--- src/rtl/sbt_pkg.sv ---
`timescale 1ns / 1ps
`default_nettype none

package sbt_pkg;

   // Field and storage widths
   localparam int COORD_W     = 12;
   localparam int ROI_W       = COORD_W + 1;
   localparam int DISP_W      = 16;
   localparam int DISP_FRAC   = 4;
   localparam int SUM_W       = 40;
   localparam int CNT_W       = 24;
   localparam int FOCAL_W     = 16;
   localparam int FB_W        = 32;
   localparam int CENTRE_W    = 16;
   localparam int POS_W       = 32;
   localparam int CSR_IDX_W   = 2;
   localparam int CSR_DATA_W  = 32;
   localparam int MAG_W       = ROI_W + 4;
   localparam int MUL_W       = 32;
   localparam int PROD_W      = 2 * MUL_W;
   localparam int DVD_W       = FB_W + CNT_W + DISP_FRAC;
   localparam int DVS_W       = SUM_W;
   localparam int DIV_CNT_W   = $clog2(DVD_W + 1);

   // floor(t/5) as (t * ceil(2^20/5)) >> 20, exact for t below 2^18
   localparam int RECIP5_SH   = 20;
   localparam int DIV5_P_W    = COORD_W + RECIP5_SH + 1;
   localparam logic [17:0] RECIP5 = 18'd209716;

   localparam logic [CNT_W-1:0] CNT_MAX = {CNT_W{1'b1}};

   // Register reset values
   localparam logic [FOCAL_W-1:0]  FOCAL_RST    = 16'd36200;
   localparam logic [FB_W-1:0]     FB_RST       = 32'd30989812;
   localparam logic [CENTRE_W-1:0] CENTRE_X_RST = 16'd17552;
   localparam logic [CENTRE_W-1:0] CENTRE_Y_RST = 16'd8210;

   // Register indexes
   localparam logic [CSR_IDX_W-1:0] CSR_FOCAL    = 2'd0;
   localparam logic [CSR_IDX_W-1:0] CSR_FB       = 2'd1;
   localparam logic [CSR_IDX_W-1:0] CSR_CENTRE_X = 2'd2;
   localparam logic [CSR_IDX_W-1:0] CSR_CENTRE_Y = 2'd3;

   typedef enum logic [1:0] {
      AXIS_Z = 2'd0,
      AXIS_X = 2'd1,
      AXIS_Y = 2'd2
   } axis_type;

   typedef struct packed {
      logic     load_box;
      logic     accum;
      logic     check;
      logic     mul_en;
      logic     div_start;
      logic     latch;
      axis_type axis;
      logic     load_rsp;
   } cmd_type;

   typedef struct packed {
      logic empty;
      logic div_busy;
      logic div_done;
   } status_type;

endpackage

`default_nettype wire

--- src/rtl/sbt_req_if.sv ---
`timescale 1ns / 1ps
`default_nettype none

interface sbt_req_if;
   logic                                valid;
   logic                                ready;
   logic                                command;
   logic        [sbt_pkg::COORD_W-1:0]  box_x;
   logic        [sbt_pkg::COORD_W-1:0]  box_y;
   logic        [sbt_pkg::COORD_W-1:0]  box_w;
   logic        [sbt_pkg::COORD_W-1:0]  box_h;
   logic        [sbt_pkg::COORD_W-1:0]  pixel_x;
   logic        [sbt_pkg::COORD_W-1:0]  pixel_y;
   logic signed [sbt_pkg::DISP_W-1:0]   disparity;
   logic                                last;

   modport source (
      output valid, command, box_x, box_y, box_w, box_h,
             pixel_x, pixel_y, disparity, last,
      input  ready
   );

   modport sink (
      input  valid, command, box_x, box_y, box_w, box_h,
             pixel_x, pixel_y, disparity, last,
      output ready
   );
endinterface

`default_nettype wire

--- src/rtl/sbt_rsp_if.sv ---
`timescale 1ns / 1ps
`default_nettype none

interface sbt_rsp_if;
   logic                              valid;
   logic                              ready;
   logic                              located;
   logic signed [sbt_pkg::POS_W-1:0]  pos_x;
   logic signed [sbt_pkg::POS_W-1:0]  pos_y;
   logic        [sbt_pkg::POS_W-1:0]  pos_z;

   modport source (
      output valid, located, pos_x, pos_y, pos_z,
      input  ready
   );

   modport sink (
      input  valid, located, pos_x, pos_y, pos_z,
      output ready
   );
endinterface

`default_nettype wire

--- src/rtl/stereo_box_triangulation.sv ---
`timescale 1ns / 1ps
`default_nettype none

// Channel    Dir  Beat carries
// req_chan   in   command, box_x/y/w/h, pixel_x/y, disparity, last
// rsp_chan   out  located, pos_x, pos_y, pos_z
// csr_*      in   write enable, register index, 32-bit write data
//
// A box beat or a pixel beat without last is accepted in the idle state; pixels stream at one per cycle while idle.
// After a pixel beat with last, the result is computed and then registered: the
// shared 60-step restoring divider runs three times (depth, then lateral, then vertical).
// With no counted pixel the divider is skipped and the check state goes straight to the push.
// Synchronous active-high reset restores the register defaults and empties the region.
// A waiting result sits in its own register; the next result holds in the push state until it drains.
module stereo_box_triangulation (
   input  wire logic                                clock,
   input  wire logic                                reset,
   sbt_req_if.sink                                  req_chan,
   sbt_rsp_if.source                                rsp_chan,
   input  wire logic                                csr_we,
   input  wire logic        [sbt_pkg::CSR_IDX_W-1:0]  csr_index,
   input  wire logic        [sbt_pkg::CSR_DATA_W-1:0] csr_wdata
);

   sbt_pkg::cmd_type    cmd;
   sbt_pkg::status_type status;
   logic                req_ready;
   logic                rsp_valid;

   // Sequencer: accepts beats, steps the triangulation, owns the result valid
   sbt_ctrl u_ctrl (
      .clock          (clock),
      .reset          (reset),
      .req_valid_i    (req_chan.valid),
      .req_is_pixel_i (req_chan.command),
      .req_last_i     (req_chan.last),
      .req_ready_o    (req_ready),
      .rsp_valid_o    (rsp_valid),
      .rsp_ready_i    (rsp_chan.ready),
      .status_i       (status),
      .cmd_o          (cmd)
   );

   // Region, accumulators, shared multiplier and divider, result register
   sbt_datapath u_datapath (
      .clock        (clock),
      .reset        (reset),
      .cmd_i        (cmd),
      .status_o     (status),
      .csr_we_i     (csr_we),
      .csr_index_i  (csr_index),
      .csr_wdata_i  (csr_wdata),
      .box_x_i      (req_chan.box_x),
      .box_y_i      (req_chan.box_y),
      .box_w_i      (req_chan.box_w),
      .box_h_i      (req_chan.box_h),
      .pixel_x_i    (req_chan.pixel_x),
      .pixel_y_i    (req_chan.pixel_y),
      .disparity_i  (req_chan.disparity),
      .located_o    (rsp_chan.located),
      .pos_x_o      (rsp_chan.pos_x),
      .pos_y_o      (rsp_chan.pos_y),
      .pos_z_o      (rsp_chan.pos_z)
   );

   // Drive the handshake lines of both channels
   assign req_chan.ready = req_ready;
   assign rsp_chan.valid = rsp_valid;

endmodule

`default_nettype wire

--- src/rtl/sbt_divider.sv ---
`timescale 1ns / 1ps
`default_nettype none

// Restoring divider, one quotient bit per cycle.
module sbt_divider (
   input  wire logic                          clock,
   input  wire logic                          reset,
   input  wire logic                          start_i,
   input  wire logic [sbt_pkg::DVD_W-1:0]     dividend_i,
   input  wire logic [sbt_pkg::DVS_W-1:0]     divisor_i,
   output logic                               busy_o,
   output logic                               done_o,
   output logic      [sbt_pkg::DVD_W-1:0]     quotient_o
);

   logic [sbt_pkg::DVS_W-1:0]     rem_ff, rem_in;
   logic [sbt_pkg::DVD_W-1:0]     quo_ff, quo_in;
   logic [sbt_pkg::DVS_W-1:0]     dvs_ff, dvs_in;
   logic [sbt_pkg::DIV_CNT_W-1:0] cnt_ff, cnt_in;
   logic                          busy_ff, busy_in;
   logic                          done_ff, done_in;
   logic [sbt_pkg::DVS_W:0]       shifted;
   logic [sbt_pkg::DVS_W:0]       diff;
   logic                          fits;

   always_comb begin
      shifted = {rem_ff, quo_ff[sbt_pkg::DVD_W-1]};
      diff    = shifted - {1'b0, dvs_ff};
      fits    = ~diff[sbt_pkg::DVS_W];

      rem_in  = rem_ff;
      quo_in  = quo_ff;
      dvs_in  = dvs_ff;
      cnt_in  = cnt_ff;
      busy_in = busy_ff;
      done_in = 1'b0;

      if (start_i) begin
         rem_in  = '0;
         quo_in  = dividend_i;
         dvs_in  = divisor_i;
         cnt_in  = sbt_pkg::DIV_CNT_W'(sbt_pkg::DVD_W);
         busy_in = 1'b1;
      end else if (busy_ff) begin
         rem_in = fits ? diff[sbt_pkg::DVS_W-1:0] : shifted[sbt_pkg::DVS_W-1:0];
         quo_in = {quo_ff[sbt_pkg::DVD_W-2:0], fits};
         cnt_in = cnt_ff - 1'b1;
         if (cnt_ff == sbt_pkg::DIV_CNT_W'(1)) begin
            busy_in = 1'b0;
            done_in = 1'b1;
         end
      end
   end

   always_ff @(posedge clock) begin
      rem_ff <= rem_in;
      quo_ff <= quo_in;
      dvs_ff <= dvs_in;
      if (reset) begin
         cnt_ff  <= '0;
         busy_ff <= 1'b0;
         done_ff <= 1'b0;
      end else begin
         cnt_ff  <= cnt_in;
         busy_ff <= busy_in;
         done_ff <= done_in;
      end
   end

   assign busy_o     = busy_ff;
   assign done_o     = done_ff;
   assign quotient_o = quo_ff;

   a_start_idle: assert property (@(posedge clock) disable iff (reset)
      start_i |-> !busy_ff)
      else $error("divider started while busy");

   a_done_pulse: assert property (@(posedge clock) disable iff (reset)
      done_ff |=> !done_ff)
      else $error("divider done held longer than one cycle");

   a_last_step: assert property (@(posedge clock) disable iff (reset)
      (busy_ff && !start_i && cnt_ff == sbt_pkg::DIV_CNT_W'(1)) |=> (done_ff && !busy_ff))
      else $error("divider final step did not finish");

endmodule

`default_nettype wire

--- src/rtl/sbt_datapath.sv ---
`timescale 1ns / 1ps
`default_nettype none

module sbt_datapath (
   input  wire logic                                clock,
   input  wire logic                                reset,
   input  wire sbt_pkg::cmd_type                    cmd_i,
   output sbt_pkg::status_type                      status_o,
   input  wire logic                                csr_we_i,
   input  wire logic        [sbt_pkg::CSR_IDX_W-1:0]  csr_index_i,
   input  wire logic        [sbt_pkg::CSR_DATA_W-1:0] csr_wdata_i,
   input  wire logic        [sbt_pkg::COORD_W-1:0]  box_x_i,
   input  wire logic        [sbt_pkg::COORD_W-1:0]  box_y_i,
   input  wire logic        [sbt_pkg::COORD_W-1:0]  box_w_i,
   input  wire logic        [sbt_pkg::COORD_W-1:0]  box_h_i,
   input  wire logic        [sbt_pkg::COORD_W-1:0]  pixel_x_i,
   input  wire logic        [sbt_pkg::COORD_W-1:0]  pixel_y_i,
   input  wire logic signed [sbt_pkg::DISP_W-1:0]   disparity_i,
   output logic                                     located_o,
   output logic signed      [sbt_pkg::POS_W-1:0]    pos_x_o,
   output logic signed      [sbt_pkg::POS_W-1:0]    pos_y_o,
   output logic             [sbt_pkg::POS_W-1:0]    pos_z_o
);

   // floor(t/5) by reciprocal multiply
   function automatic logic [sbt_pkg::COORD_W-1:0] div5(
      input logic [sbt_pkg::COORD_W:0] t
   );
      logic [sbt_pkg::DIV5_P_W-1:0] p;
      p = sbt_pkg::DIV5_P_W'(t) * sbt_pkg::DIV5_P_W'(sbt_pkg::RECIP5);
      return p[sbt_pkg::RECIP5_SH +: sbt_pkg::COORD_W];
   endfunction

   // floor(0.35 v) = floor(floor(7v/4)/5)
   function automatic logic [sbt_pkg::COORD_W-1:0] frac35(
      input logic [sbt_pkg::COORD_W-1:0] v
   );
      logic [sbt_pkg::COORD_W+2:0] n7;
      n7 = ({3'b000, v} << 3) - {3'b000, v};
      return div5(n7[sbt_pkg::COORD_W+2:2]);
   endfunction

   // floor(0.3 v) = floor(floor(3v/2)/5)
   function automatic logic [sbt_pkg::COORD_W-1:0] frac30(
      input logic [sbt_pkg::COORD_W-1:0] v
   );
      logic [sbt_pkg::COORD_W+1:0] n3;
      n3 = ({2'b00, v} << 1) + {2'b00, v};
      return div5(n3[sbt_pkg::COORD_W+1:1]);
   endfunction

   // Saturate a lateral quotient to signed 32 bits and apply its sign
   function automatic logic [sbt_pkg::POS_W-1:0] lat_sat(
      input logic [sbt_pkg::DVD_W-1:0] q,
      input logic                      neg
   );
      logic big;
      big = |q[sbt_pkg::DVD_W-1:sbt_pkg::POS_W-1];
      if (neg)
         return big ? {1'b1, {(sbt_pkg::POS_W-1){1'b0}}}
                    : sbt_pkg::POS_W'(0) - q[sbt_pkg::POS_W-1:0];
      else
         return big ? {1'b0, {(sbt_pkg::POS_W-1){1'b1}}} : q[sbt_pkg::POS_W-1:0];
   endfunction

   // Configuration
   logic [sbt_pkg::FOCAL_W-1:0]  focal_ff;
   logic [sbt_pkg::FB_W-1:0]     fb_ff;
   logic [sbt_pkg::CENTRE_W-1:0] cx_ff;
   logic [sbt_pkg::CENTRE_W-1:0] cy_ff;

   // Box geometry and accumulators
   logic [sbt_pkg::ROI_W-1:0] left_ff, left_in, right_ff, right_in;
   logic [sbt_pkg::ROI_W-1:0] top_ff, top_in, bottom_ff, bottom_in;
   logic [sbt_pkg::ROI_W-1:0] col_ff, col_in, row_ff, row_in;
   logic [sbt_pkg::SUM_W-1:0] sum_ff, sum_in;
   logic [sbt_pkg::CNT_W-1:0] cnt_ff, cnt_in;

   // Arithmetic
   logic [sbt_pkg::MUL_W-1:0]  mul_a, mul_b;
   logic [sbt_pkg::PROD_W-1:0] prod_ff;
   logic                       neg_ff;
   logic [sbt_pkg::MAG_W-1:0]  p16, cref, mag;
   logic                       neg;
   logic [sbt_pkg::DVD_W-1:0]  dividend;
   logic [sbt_pkg::DVS_W-1:0]  divisor;
   logic [sbt_pkg::FOCAL_W-1:0] focal_eff;
   logic [sbt_pkg::DVD_W-1:0]  quotient;
   logic                       div_busy, div_done;

   // Result
   logic                      loc_ff;
   logic [sbt_pkg::POS_W-1:0] z_ff, x_ff, y_ff;
   logic                      rsp_loc_ff;
   logic [sbt_pkg::POS_W-1:0] rsp_x_ff, rsp_y_ff, rsp_z_ff;

   logic [sbt_pkg::ROI_W-1:0] px, py;
   logic                      in_region, positive;

   always_ff @(posedge clock) begin
      if (reset) begin
         focal_ff <= sbt_pkg::FOCAL_RST;
         fb_ff    <= sbt_pkg::FB_RST;
         cx_ff    <= sbt_pkg::CENTRE_X_RST;
         cy_ff    <= sbt_pkg::CENTRE_Y_RST;
      end else if (csr_we_i) begin
         case (csr_index_i)
            sbt_pkg::CSR_FOCAL:    focal_ff <= csr_wdata_i[sbt_pkg::FOCAL_W-1:0];
            sbt_pkg::CSR_FB:       fb_ff    <= csr_wdata_i[sbt_pkg::FB_W-1:0];
            sbt_pkg::CSR_CENTRE_X: cx_ff    <= csr_wdata_i[sbt_pkg::CENTRE_W-1:0];
            sbt_pkg::CSR_CENTRE_Y: cy_ff    <= csr_wdata_i[sbt_pkg::CENTRE_W-1:0];
            default: ;
         endcase
      end
   end

   // Region test and accumulation
   always_comb begin
      px        = {1'b0, pixel_x_i};
      py        = {1'b0, pixel_y_i};
      in_region = (px >= left_ff) && (px < right_ff) && (py >= top_ff) && (py < bottom_ff);
      positive  = !disparity_i[sbt_pkg::DISP_W-1] && (|disparity_i);

      left_in   = left_ff;
      right_in  = right_ff;
      top_in    = top_ff;
      bottom_in = bottom_ff;
      col_in    = col_ff;
      row_in    = row_ff;
      sum_in    = sum_ff;
      cnt_in    = cnt_ff;

      if (cmd_i.load_box) begin
         left_in   = {1'b0, box_x_i} + {1'b0, frac35(box_w_i)};
         right_in  = left_in + {1'b0, frac30(box_w_i)};
         top_in    = {1'b0, box_y_i} + {1'b0, frac35(box_h_i)};
         bottom_in = top_in + {1'b0, frac30(box_h_i)};
         col_in    = {1'b0, box_x_i} + {2'b00, box_w_i[sbt_pkg::COORD_W-1:1]};
         row_in    = {1'b0, box_y_i} + {1'b0, box_h_i};
         sum_in    = '0;
         cnt_in    = '0;
      end else if (cmd_i.accum && positive && in_region && cnt_ff != sbt_pkg::CNT_MAX) begin
         sum_in = sum_ff + sbt_pkg::SUM_W'(unsigned'(disparity_i));
         cnt_in = cnt_ff + 1'b1;
      end
   end

   always_ff @(posedge clock) begin
      if (reset) begin
         left_ff   <= '0;
         right_ff  <= '0;
         top_ff    <= '0;
         bottom_ff <= '0;
         col_ff    <= '0;
         row_ff    <= '0;
         sum_ff    <= '0;
         cnt_ff    <= '0;
      end else begin
         left_ff   <= left_in;
         right_ff  <= right_in;
         top_ff    <= top_in;
         bottom_ff <= bottom_in;
         col_ff    <= col_in;
         row_ff    <= row_in;
         sum_ff    <= sum_in;
         cnt_ff    <= cnt_in;
      end
   end

   // Operand selection for the shared multiplier and divider
   always_comb begin
      if (cmd_i.axis == sbt_pkg::AXIS_Y) begin
         p16  = {row_ff, 4'b0000};
         cref = sbt_pkg::MAG_W'(cy_ff);
      end else begin
         p16  = {col_ff, 4'b0000};
         cref = sbt_pkg::MAG_W'(cx_ff);
      end
      neg = p16 < cref;
      mag = neg ? cref - p16 : p16 - cref;

      focal_eff = (focal_ff == '0) ? sbt_pkg::FOCAL_W'(1) : focal_ff;

      case (cmd_i.axis)
         sbt_pkg::AXIS_Z: begin
            mul_a    = fb_ff;
            mul_b    = sbt_pkg::MUL_W'(cnt_ff);
            dividend = sbt_pkg::DVD_W'(prod_ff) << sbt_pkg::DISP_FRAC;
            divisor  = sum_ff;
         end
         default: begin
            mul_a    = z_ff;
            mul_b    = sbt_pkg::MUL_W'(mag);
            dividend = sbt_pkg::DVD_W'(prod_ff);
            divisor  = sbt_pkg::DVS_W'(focal_eff);
         end
      endcase
   end

   always_ff @(posedge clock) begin
      if (cmd_i.mul_en) begin
         prod_ff <= sbt_pkg::PROD_W'(mul_a) * sbt_pkg::PROD_W'(mul_b);
         neg_ff  <= neg;
      end
   end

   sbt_divider u_divider (
      .clock      (clock),
      .reset      (reset),
      .start_i    (cmd_i.div_start),
      .dividend_i (dividend),
      .divisor_i  (divisor),
      .busy_o     (div_busy),
      .done_o     (div_done),
      .quotient_o (quotient)
   );

   // Result registers
   always_ff @(posedge clock) begin
      if (cmd_i.check) begin
         loc_ff <= !((cnt_ff == '0) || (sum_ff == '0));
         z_ff   <= '0;
         x_ff   <= '0;
         y_ff   <= '0;
      end else if (cmd_i.latch) begin
         case (cmd_i.axis)
            sbt_pkg::AXIS_Z:
               z_ff <= (|quotient[sbt_pkg::DVD_W-1:sbt_pkg::POS_W]) ?
                       {sbt_pkg::POS_W{1'b1}} : quotient[sbt_pkg::POS_W-1:0];
            sbt_pkg::AXIS_X: x_ff <= lat_sat(quotient, neg_ff);
            sbt_pkg::AXIS_Y: y_ff <= lat_sat(quotient, neg_ff);
            default: ;
         endcase
      end
      if (cmd_i.load_rsp) begin
         rsp_loc_ff <= loc_ff;
         rsp_x_ff   <= x_ff;
         rsp_y_ff   <= y_ff;
         rsp_z_ff   <= z_ff;
      end
   end

   assign status_o.empty    = (cnt_ff == '0) || (sum_ff == '0);
   assign status_o.div_busy = div_busy;
   assign status_o.div_done = div_done;

   assign located_o = rsp_loc_ff;
   assign pos_x_o   = signed'(rsp_x_ff);
   assign pos_y_o   = signed'(rsp_y_ff);
   assign pos_z_o   = rsp_z_ff;

endmodule

`default_nettype wire

--- src/rtl/sbt_ctrl.sv ---
`timescale 1ns / 1ps
`default_nettype none

module sbt_ctrl (
   input  wire logic                 clock,
   input  wire logic                 reset,
   input  wire logic                 req_valid_i,
   input  wire logic                 req_is_pixel_i,
   input  wire logic                 req_last_i,
   output logic                      req_ready_o,
   output logic                      rsp_valid_o,
   input  wire logic                 rsp_ready_i,
   input  wire sbt_pkg::status_type  status_i,
   output sbt_pkg::cmd_type          cmd_o
);

   typedef enum logic [5:0] {
      S_IDLE    = 6'b000001,
      S_CHECK   = 6'b000010,
      S_MUL     = 6'b000100,
      S_DIVGO   = 6'b001000,
      S_DIVWAIT = 6'b010000,
      S_PUSH    = 6'b100000
   } state_type;

   state_type          state_ff, state_in;
   sbt_pkg::axis_type  axis_ff, axis_in;
   logic               rsp_valid_ff, rsp_valid_in;
   logic               accept;

   always_comb begin
      state_in     = state_ff;
      axis_in      = axis_ff;
      cmd_o        = '0;
      cmd_o.axis   = axis_ff;
      req_ready_o  = 1'b0;
      accept       = 1'b0;

      case (state_ff)
         S_IDLE: begin
            req_ready_o = 1'b1;
            accept      = req_valid_i;
            if (req_valid_i) begin
               if (!req_is_pixel_i) begin
                  cmd_o.load_box = 1'b1;
               end else begin
                  cmd_o.accum = 1'b1;
                  if (req_last_i)
                     state_in = S_CHECK;
               end
            end
         end
         S_CHECK: begin
            cmd_o.check = 1'b1;
            axis_in     = sbt_pkg::AXIS_Z;
            state_in    = status_i.empty ? S_PUSH : S_MUL;
         end
         S_MUL: begin
            cmd_o.mul_en = 1'b1;
            state_in     = S_DIVGO;
         end
         S_DIVGO: begin
            cmd_o.div_start = 1'b1;
            state_in        = S_DIVWAIT;
         end
         S_DIVWAIT: begin
            if (status_i.div_done) begin
               cmd_o.latch = 1'b1;
               case (axis_ff)
                  sbt_pkg::AXIS_Z: begin
                     axis_in  = sbt_pkg::AXIS_X;
                     state_in = S_MUL;
                  end
                  sbt_pkg::AXIS_X: begin
                     axis_in  = sbt_pkg::AXIS_Y;
                     state_in = S_MUL;
                  end
                  default: state_in = S_PUSH;
               endcase
            end
         end
         S_PUSH: begin
            if (!rsp_valid_ff || rsp_ready_i) begin
               cmd_o.load_rsp = 1'b1;
               state_in       = S_IDLE;
            end
         end
         default: state_in = S_IDLE;
      endcase

      if (cmd_o.load_rsp)
         rsp_valid_in = 1'b1;
      else if (rsp_ready_i)
         rsp_valid_in = 1'b0;
      else
         rsp_valid_in = rsp_valid_ff;
   end

   always_ff @(posedge clock) begin
      if (reset) begin
         state_ff     <= S_IDLE;
         axis_ff      <= sbt_pkg::AXIS_Z;
         rsp_valid_ff <= 1'b0;
      end else begin
         state_ff     <= state_in;
         axis_ff      <= axis_in;
         rsp_valid_ff <= rsp_valid_in;
      end
   end

   assign rsp_valid_o = rsp_valid_ff;

   a_no_overwrite: assert property (@(posedge clock) disable iff (reset)
      cmd_o.load_rsp |-> (!rsp_valid_ff || rsp_ready_i))
      else $error("result register overwritten before it was taken");

   a_last_starts: assert property (@(posedge clock) disable iff (reset)
      (accept && req_is_pixel_i && req_last_i) |=> (state_ff == S_CHECK))
      else $error("final pixel did not start the result computation");

   a_div_idle: assert property (@(posedge clock) disable iff (reset)
      cmd_o.div_start |-> !status_i.div_busy)
      else $error("division requested while the divider is busy");

endmodule

`default_nettype wire
--- src/flat_wrapper.sv ---
// flat-port wrapper written by rule: the top's interface ports become plain ports
module stereo_box_triangulation_flat 
  (clock, reset, csr_we, csr_index, csr_wdata, req_chan_valid, req_chan_command, req_chan_box_x, req_chan_box_y, req_chan_box_w, req_chan_box_h, req_chan_pixel_x, req_chan_pixel_y, req_chan_disparity, req_chan_last, req_chan_ready, rsp_chan_valid, rsp_chan_located, rsp_chan_pos_x, rsp_chan_pos_y, rsp_chan_pos_z, rsp_chan_ready);
  sbt_req_if req_chan_i ();
  sbt_rsp_if rsp_chan_i ();
  input  wire logic clock;
  input  wire logic reset;
  input  wire logic csr_we;
  input  wire logic        [sbt_pkg::CSR_IDX_W-1:0] csr_index;
  input  wire logic        [sbt_pkg::CSR_DATA_W-1:0] csr_wdata;
  input wire logic [$bits(req_chan_i.valid)-1:0] req_chan_valid;
  input wire logic [$bits(req_chan_i.command)-1:0] req_chan_command;
  input wire logic [$bits(req_chan_i.box_x)-1:0] req_chan_box_x;
  input wire logic [$bits(req_chan_i.box_y)-1:0] req_chan_box_y;
  input wire logic [$bits(req_chan_i.box_w)-1:0] req_chan_box_w;
  input wire logic [$bits(req_chan_i.box_h)-1:0] req_chan_box_h;
  input wire logic [$bits(req_chan_i.pixel_x)-1:0] req_chan_pixel_x;
  input wire logic [$bits(req_chan_i.pixel_y)-1:0] req_chan_pixel_y;
  input wire logic [$bits(req_chan_i.disparity)-1:0] req_chan_disparity;
  input wire logic [$bits(req_chan_i.last)-1:0] req_chan_last;
  output wire logic [$bits(req_chan_i.ready)-1:0] req_chan_ready;
  output wire logic [$bits(rsp_chan_i.valid)-1:0] rsp_chan_valid;
  output wire logic [$bits(rsp_chan_i.located)-1:0] rsp_chan_located;
  output wire logic [$bits(rsp_chan_i.pos_x)-1:0] rsp_chan_pos_x;
  output wire logic [$bits(rsp_chan_i.pos_y)-1:0] rsp_chan_pos_y;
  output wire logic [$bits(rsp_chan_i.pos_z)-1:0] rsp_chan_pos_z;
  input wire logic [$bits(rsp_chan_i.ready)-1:0] rsp_chan_ready;
  assign req_chan_i.valid = req_chan_valid;
  assign req_chan_i.command = req_chan_command;
  assign req_chan_i.box_x = req_chan_box_x;
  assign req_chan_i.box_y = req_chan_box_y;
  assign req_chan_i.box_w = req_chan_box_w;
  assign req_chan_i.box_h = req_chan_box_h;
  assign req_chan_i.pixel_x = req_chan_pixel_x;
  assign req_chan_i.pixel_y = req_chan_pixel_y;
  assign req_chan_i.disparity = req_chan_disparity;
  assign req_chan_i.last = req_chan_last;
  assign req_chan_ready = req_chan_i.ready;
  assign rsp_chan_valid = rsp_chan_i.valid;
  assign rsp_chan_located = rsp_chan_i.located;
  assign rsp_chan_pos_x = rsp_chan_i.pos_x;
  assign rsp_chan_pos_y = rsp_chan_i.pos_y;
  assign rsp_chan_pos_z = rsp_chan_i.pos_z;
  assign rsp_chan_i.ready = rsp_chan_ready;
  stereo_box_triangulation u_core (.clock(clock), .reset(reset), .req_chan(req_chan_i), .rsp_chan(rsp_chan_i), .csr_we(csr_we), .csr_index(csr_index), .csr_wdata(csr_wdata));
endmodule
--- config.mk ---
export PLATFORM = sky130hd
export DESIGN_NAME = stereo_box_triangulation_flat
export DESIGN_NICKNAME = d
export VERILOG_FILES = /design/src/rtl/sbt_pkg.sv /design/src/rtl/sbt_req_if.sv /design/src/rtl/sbt_rsp_if.sv /design/src/rtl/stereo_box_triangulation.sv /design/src/rtl/sbt_divider.sv /design/src/rtl/sbt_datapath.sv /design/src/rtl/sbt_ctrl.sv /design/src/flat_wrapper.sv
export SDC_FILE = /design/constraint.sdc
export NUM_CORES = 2
export LEC_CHECK = 0
export BUFFER_PORTS_ARGS = -buffer_cell sky130_fd_sc_hd__buf_2
export CAP_MARGIN = 40
export CORE_MARGIN = 8
export CORE_UTILIZATION = 29
export DETAILED_ROUTE_END_ITERATION = 12
export HOLD_SLACK_MARGIN = 0.06
export MAX_ROUTING_LAYER = met4
export PLACE_DENSITY = 0.49
export SETUP_SLACK_MARGIN = 0.15
export SLEW_MARGIN = 10
export SYNTH_ARGS = -nofsm -noshare
export SYNTH_HDL_FRONTEND = slang
export SYNTH_SLANG_ARGS = --single-unit
--- constraint.sdc ---
create_clock -name clock -period 15.4 [get_ports clock]
set_input_delay 0.77 -clock clock [delete_from_list [all_inputs] [get_ports clock]]
set_output_delay 0.77 -clock clock [all_outputs]
set_load 0.1 [all_outputs]
==> results.json <==
{
  "rows": 183,
  "endpoint_kind": "register",
  "clockRootBuffer": "clkbuf_16",
  "required_ns": 15.85,
  "crit_arrival_ns": 11.63,
  "yosysTopAreaCell": "fa_1",
  "irDropWorstVdd_v": 0.00215,
  "p_sw_mw": 10.5,
  "critPathKind": "register to register",
  "ys_async_sr_fraction_pct": 0,
  "grt_overflow": 0,
  "ant_nets": 0,
  "cts_tree": "yes",
  "dp_hpwl_mm": 199,
  "yosys.area.top_type_share_pct": 23.9,
  "clockBufferDepth": 3,
  "start_util_pct": 29.1,
  "synthesis.area_um2": 72000,
  "postSynthAreaPerCell_um2": 8.76,
  "drv_cap": 0,
  "grt_use_total_pct": 18.9,
  "nFillCells": 26200,
  "grt_max_degree": 133,
  "core_area_um2": 248000,
  "finalHoldViolations": 0,
  "wl_met1_mm": 111,
  "syn_nets": 9974,
  "cpPeakStageDelay_ns": 0.77,
  "power_density_nw_per_um2": 259,
  "seq_power_share_pct": 9.0,
  "clock_skew_ns": 0.0403,
  "vias_per_cell": 5.04,
  "power_mw": 20.7,
  "ys_seq_area_share_pct": 21.1,
  "drt-initial-drc-count": 4333,
  "yosys-top-cells-area": "fa_1 (24%), ha_1 (13%), edfxtp_1 (11%), dfxtp_1 (10%), inv_1 (6.5%)",
  "die_area_um2": 265000,
  "routabilityCongestion": 0.957,
  "rsz0062_at_grt": "false",
  "area_growth_pct": 11.0,
  "multi_input_area_um2": 50800,
  "clock_sinks": 630,
  "die-width_um": 514,
  "crit_fanout": 32,
  "clk_pin_slew_ns": 0.06,
  "relSlewSlack_pct": 36.5,
  "r2r_setup_slack_ns": 4.22,
  "fin_crit_sh_pct": 72.6,
  "syn_inst": 8226,
  "yosysWarnings": 0,
  "finalNetCount": 10000,
  "ys_ff_latch": 630,
  "drc": 0,
  "portBuffers": 227,
  "top_layer": "met4",
  "intPower_mw": 10.2,
  "fin_crit_ns": 11.18,
  "drive_gt1_share_pct": 7.26,
  "wl_met2_mm": 112,
  "synth_most_common_cell": "inv_1",
  "max_freq_mhz": 89.4,
  "worst_hold_slack_ns": 0.291,
  "grt_pass1_vias": 60300,
  "grt_pass1_wl_mm": 378,
  "wire_per_inst_um": 21.4,
  "worst_slew_pin_slew_ns": 0.952,
  "clkPwrFrac_pct": 9.3,
  "synth_cell_type_count": 103,
  "cp_top_family": "adder cells",
  "crit_buf_inv": 2,
  "synth-edff-count": 255,
  "drv_slew": 0,
  "dr.pass1.iters": 8,
  "final.setup.tns_ns": 0,
  "ctsResizeCount": 0,
  "die_y_um": 514,
  "critPathSlowestCell": "and3_2",
  "crit_path_start_kind": "register",
  "synth_flop_cell": "dfxtp_1",
  "antenna_found_initial": 44,
  "p_leak_nw": 36.3,
  "wl_met3_mm": 17.8,
  "cts_hold_buf": 0,
  "h-tree-depth": 3,
  "vias": 58900,
  "cts_setup_buffers": 0,
  "wl_mm": 250,
  "synthTopCellsByCount": "inv_1 (1249), nand2_1 (1172), fa_1 (861)",
  "outcome": "finished clean",
  "final-seq-area_um2": 15200,
  "worst_path_most_repeated_cell": "fa_1",
  "pwr-share-comb_pct": 81.7,
  "p_sw_share_pct": 50.8,
  "cts_buffers": 78,
  "setup_violations": 0,
  "io_pins": 228,
  "min_path_type": "primary input to register",
  "clock_latency_ns": 0.71
}
[flip-flops by register name, summed over array words and instances (netlist names), 16 cells and up]
| name | cells |
|---|---|
| u_core.u_datapath.y_ff | 32 |
| u_core.u_datapath.cy_ff | 16 |
| u_core.u_datapath.focal_ff | 16 |
| u_core.u_datapath.z_ff | 32 |
| u_core.u_datapath.pos_x_o | 32 |
| u_core.u_datapath.x_ff | 32 |
| u_core.u_datapath.pos_y_o | 32 |
| u_core.u_datapath.cnt_ff | 24 |
| u_core.u_datapath.cx_ff | 16 |
| u_core.u_datapath.sum_ff | 40 |
| u_core.u_datapath.u_divider.dvs_ff | 40 |
| u_core.u_datapath.u_divider.rem_ff | 40 |
| u_core.u_datapath.prod_ff | 56 |
| u_core.u_datapath.pos_z_o | 32 |
| u_core.u_datapath.u_divider.quotient_o | 60 |
| u_core.u_datapath.fb_ff | 32 |
[worst paths after layout]
path                                                start                            end  cells after the start
worst max-delay path             u_core.u_ctrl.axis_ff[0]  u_core.u_datapath.prod_ff[52]                     34
worst min-delay path                        csr_wdata[19]    u_core.u_datapath.fb_ff[19]                      3
worst max register to register   u_core.u_ctrl.axis_ff[0]  u_core.u_datapath.prod_ff[52]                     34
worst min register to register  u_core.u_datapath.y_ff[2]   u_core.u_datapath.pos_y_o[2]                      0
[layout make-up]
cell class	instances	share of cell area, %
Multi-Input combinational cell	5942	63.5
Sequential cell	630	19.0
Inverter	1251	5.87
Tap cell	3330	5.21
Timing Repair Buffer	370	3.01
Clock buffer	98	2.63
Clock inverter	46	0.687
Antenna cell	28	0.0876
[cell usage in the layout (no fill, tap or decap), types with 14 or more instances in the layout]
cell,instances
a21o_1,140
xnor2_1,162
nor3b_1,21
nand3b_1,26
a21oi_1,434
a21boi_0,16
mux2i_1,79
dfxtp_1,374
o21bai_1,35
o21ai_0,242
o211ai_1,40
nand4_1,55
xor2_1,63
diode_2,28
and3_1,150
o311ai_0,14
nand2_1,1170
o31ai_1,53
buf_4,122
nor3_1,106
nor2_1,552
and2_1,74
nand2b_1,41
or3_1,50
a211oi_1,104
edfxtp_1,255
a221oi_1,14
nor4_1,69
buf_2,228
o21a_1,51
fa_1,861
nor2b_1,36
o22ai_1,22
or2_2,15
ha_1,758
nand3_1,131
clkbuf_16,78
inv_1,1247
a31oi_1,93
or4_1,39
[power groups by stage]
stage | clock network (mW) | registers [mW] | logic (mW)
3_5_place_dp | 0 | 1.90 | 16.9
2_1_floorplan | 0 | 1.87 | 12.8
3_3_place_gp | 0 | 1.90 | 16.7
6_report | 1.93 | 1.86 | 16.9
4_1_cts | 1.99 | 1.86 | 17.1
5_1_grt | 2.05 | 1.87 | 19.1
[layer usage]
metal  track usage (%)  vias to the layer above
met3              3.53                      459
met4              6.27                        0
met1              24.8                    29200
li1                  -                    27400
met2              29.6                     1857
met5                 -                        -
[worst reg2reg max path: cells and delay by family, from the launching register on]
| kind | cells | cell delay [ns] |
|---|---|---|
| simple gates | 4 | 1.81 |
| buf+inv | 2 | 0.30 |
| flops | 1 | 0.32 |
| mux | 1 | 0.24 |
| compound gates | 16 | 3.25 |
| fa+ha+maj | 10 | 4.82 |
| xor+xnor | 1 | 0.16 |
[kinds of logic after synthesis]
logic type | count (synthesis) | synth area share (%)
mux | 94 | 1.33
fa+ha+maj | 1619 | 37.1
compound gates | 1400 | 12.4
buf+inv | 1654 | 8.73
flops | 630 | 21.1
simple gates | 2601 | 16.5
xor+xnor | 228 | 2.81
[metrics by stage]
step           cell area (um^2)  util [%]  cells  setup slack, ns
2_1_floorplan             72000         -   8226             5.45
6_report                  80000      32.3  11700             4.22
3_3_place_gp              76800      31.0  11500             4.20
3_5_place_dp              77300      31.2  11500             4.13
5_1_grt                   80000      32.3  11700             3.61
4_1_cts                   79900      32.3  11700             4.21
No activity file was read; power rests on OpenSTA's default activity.
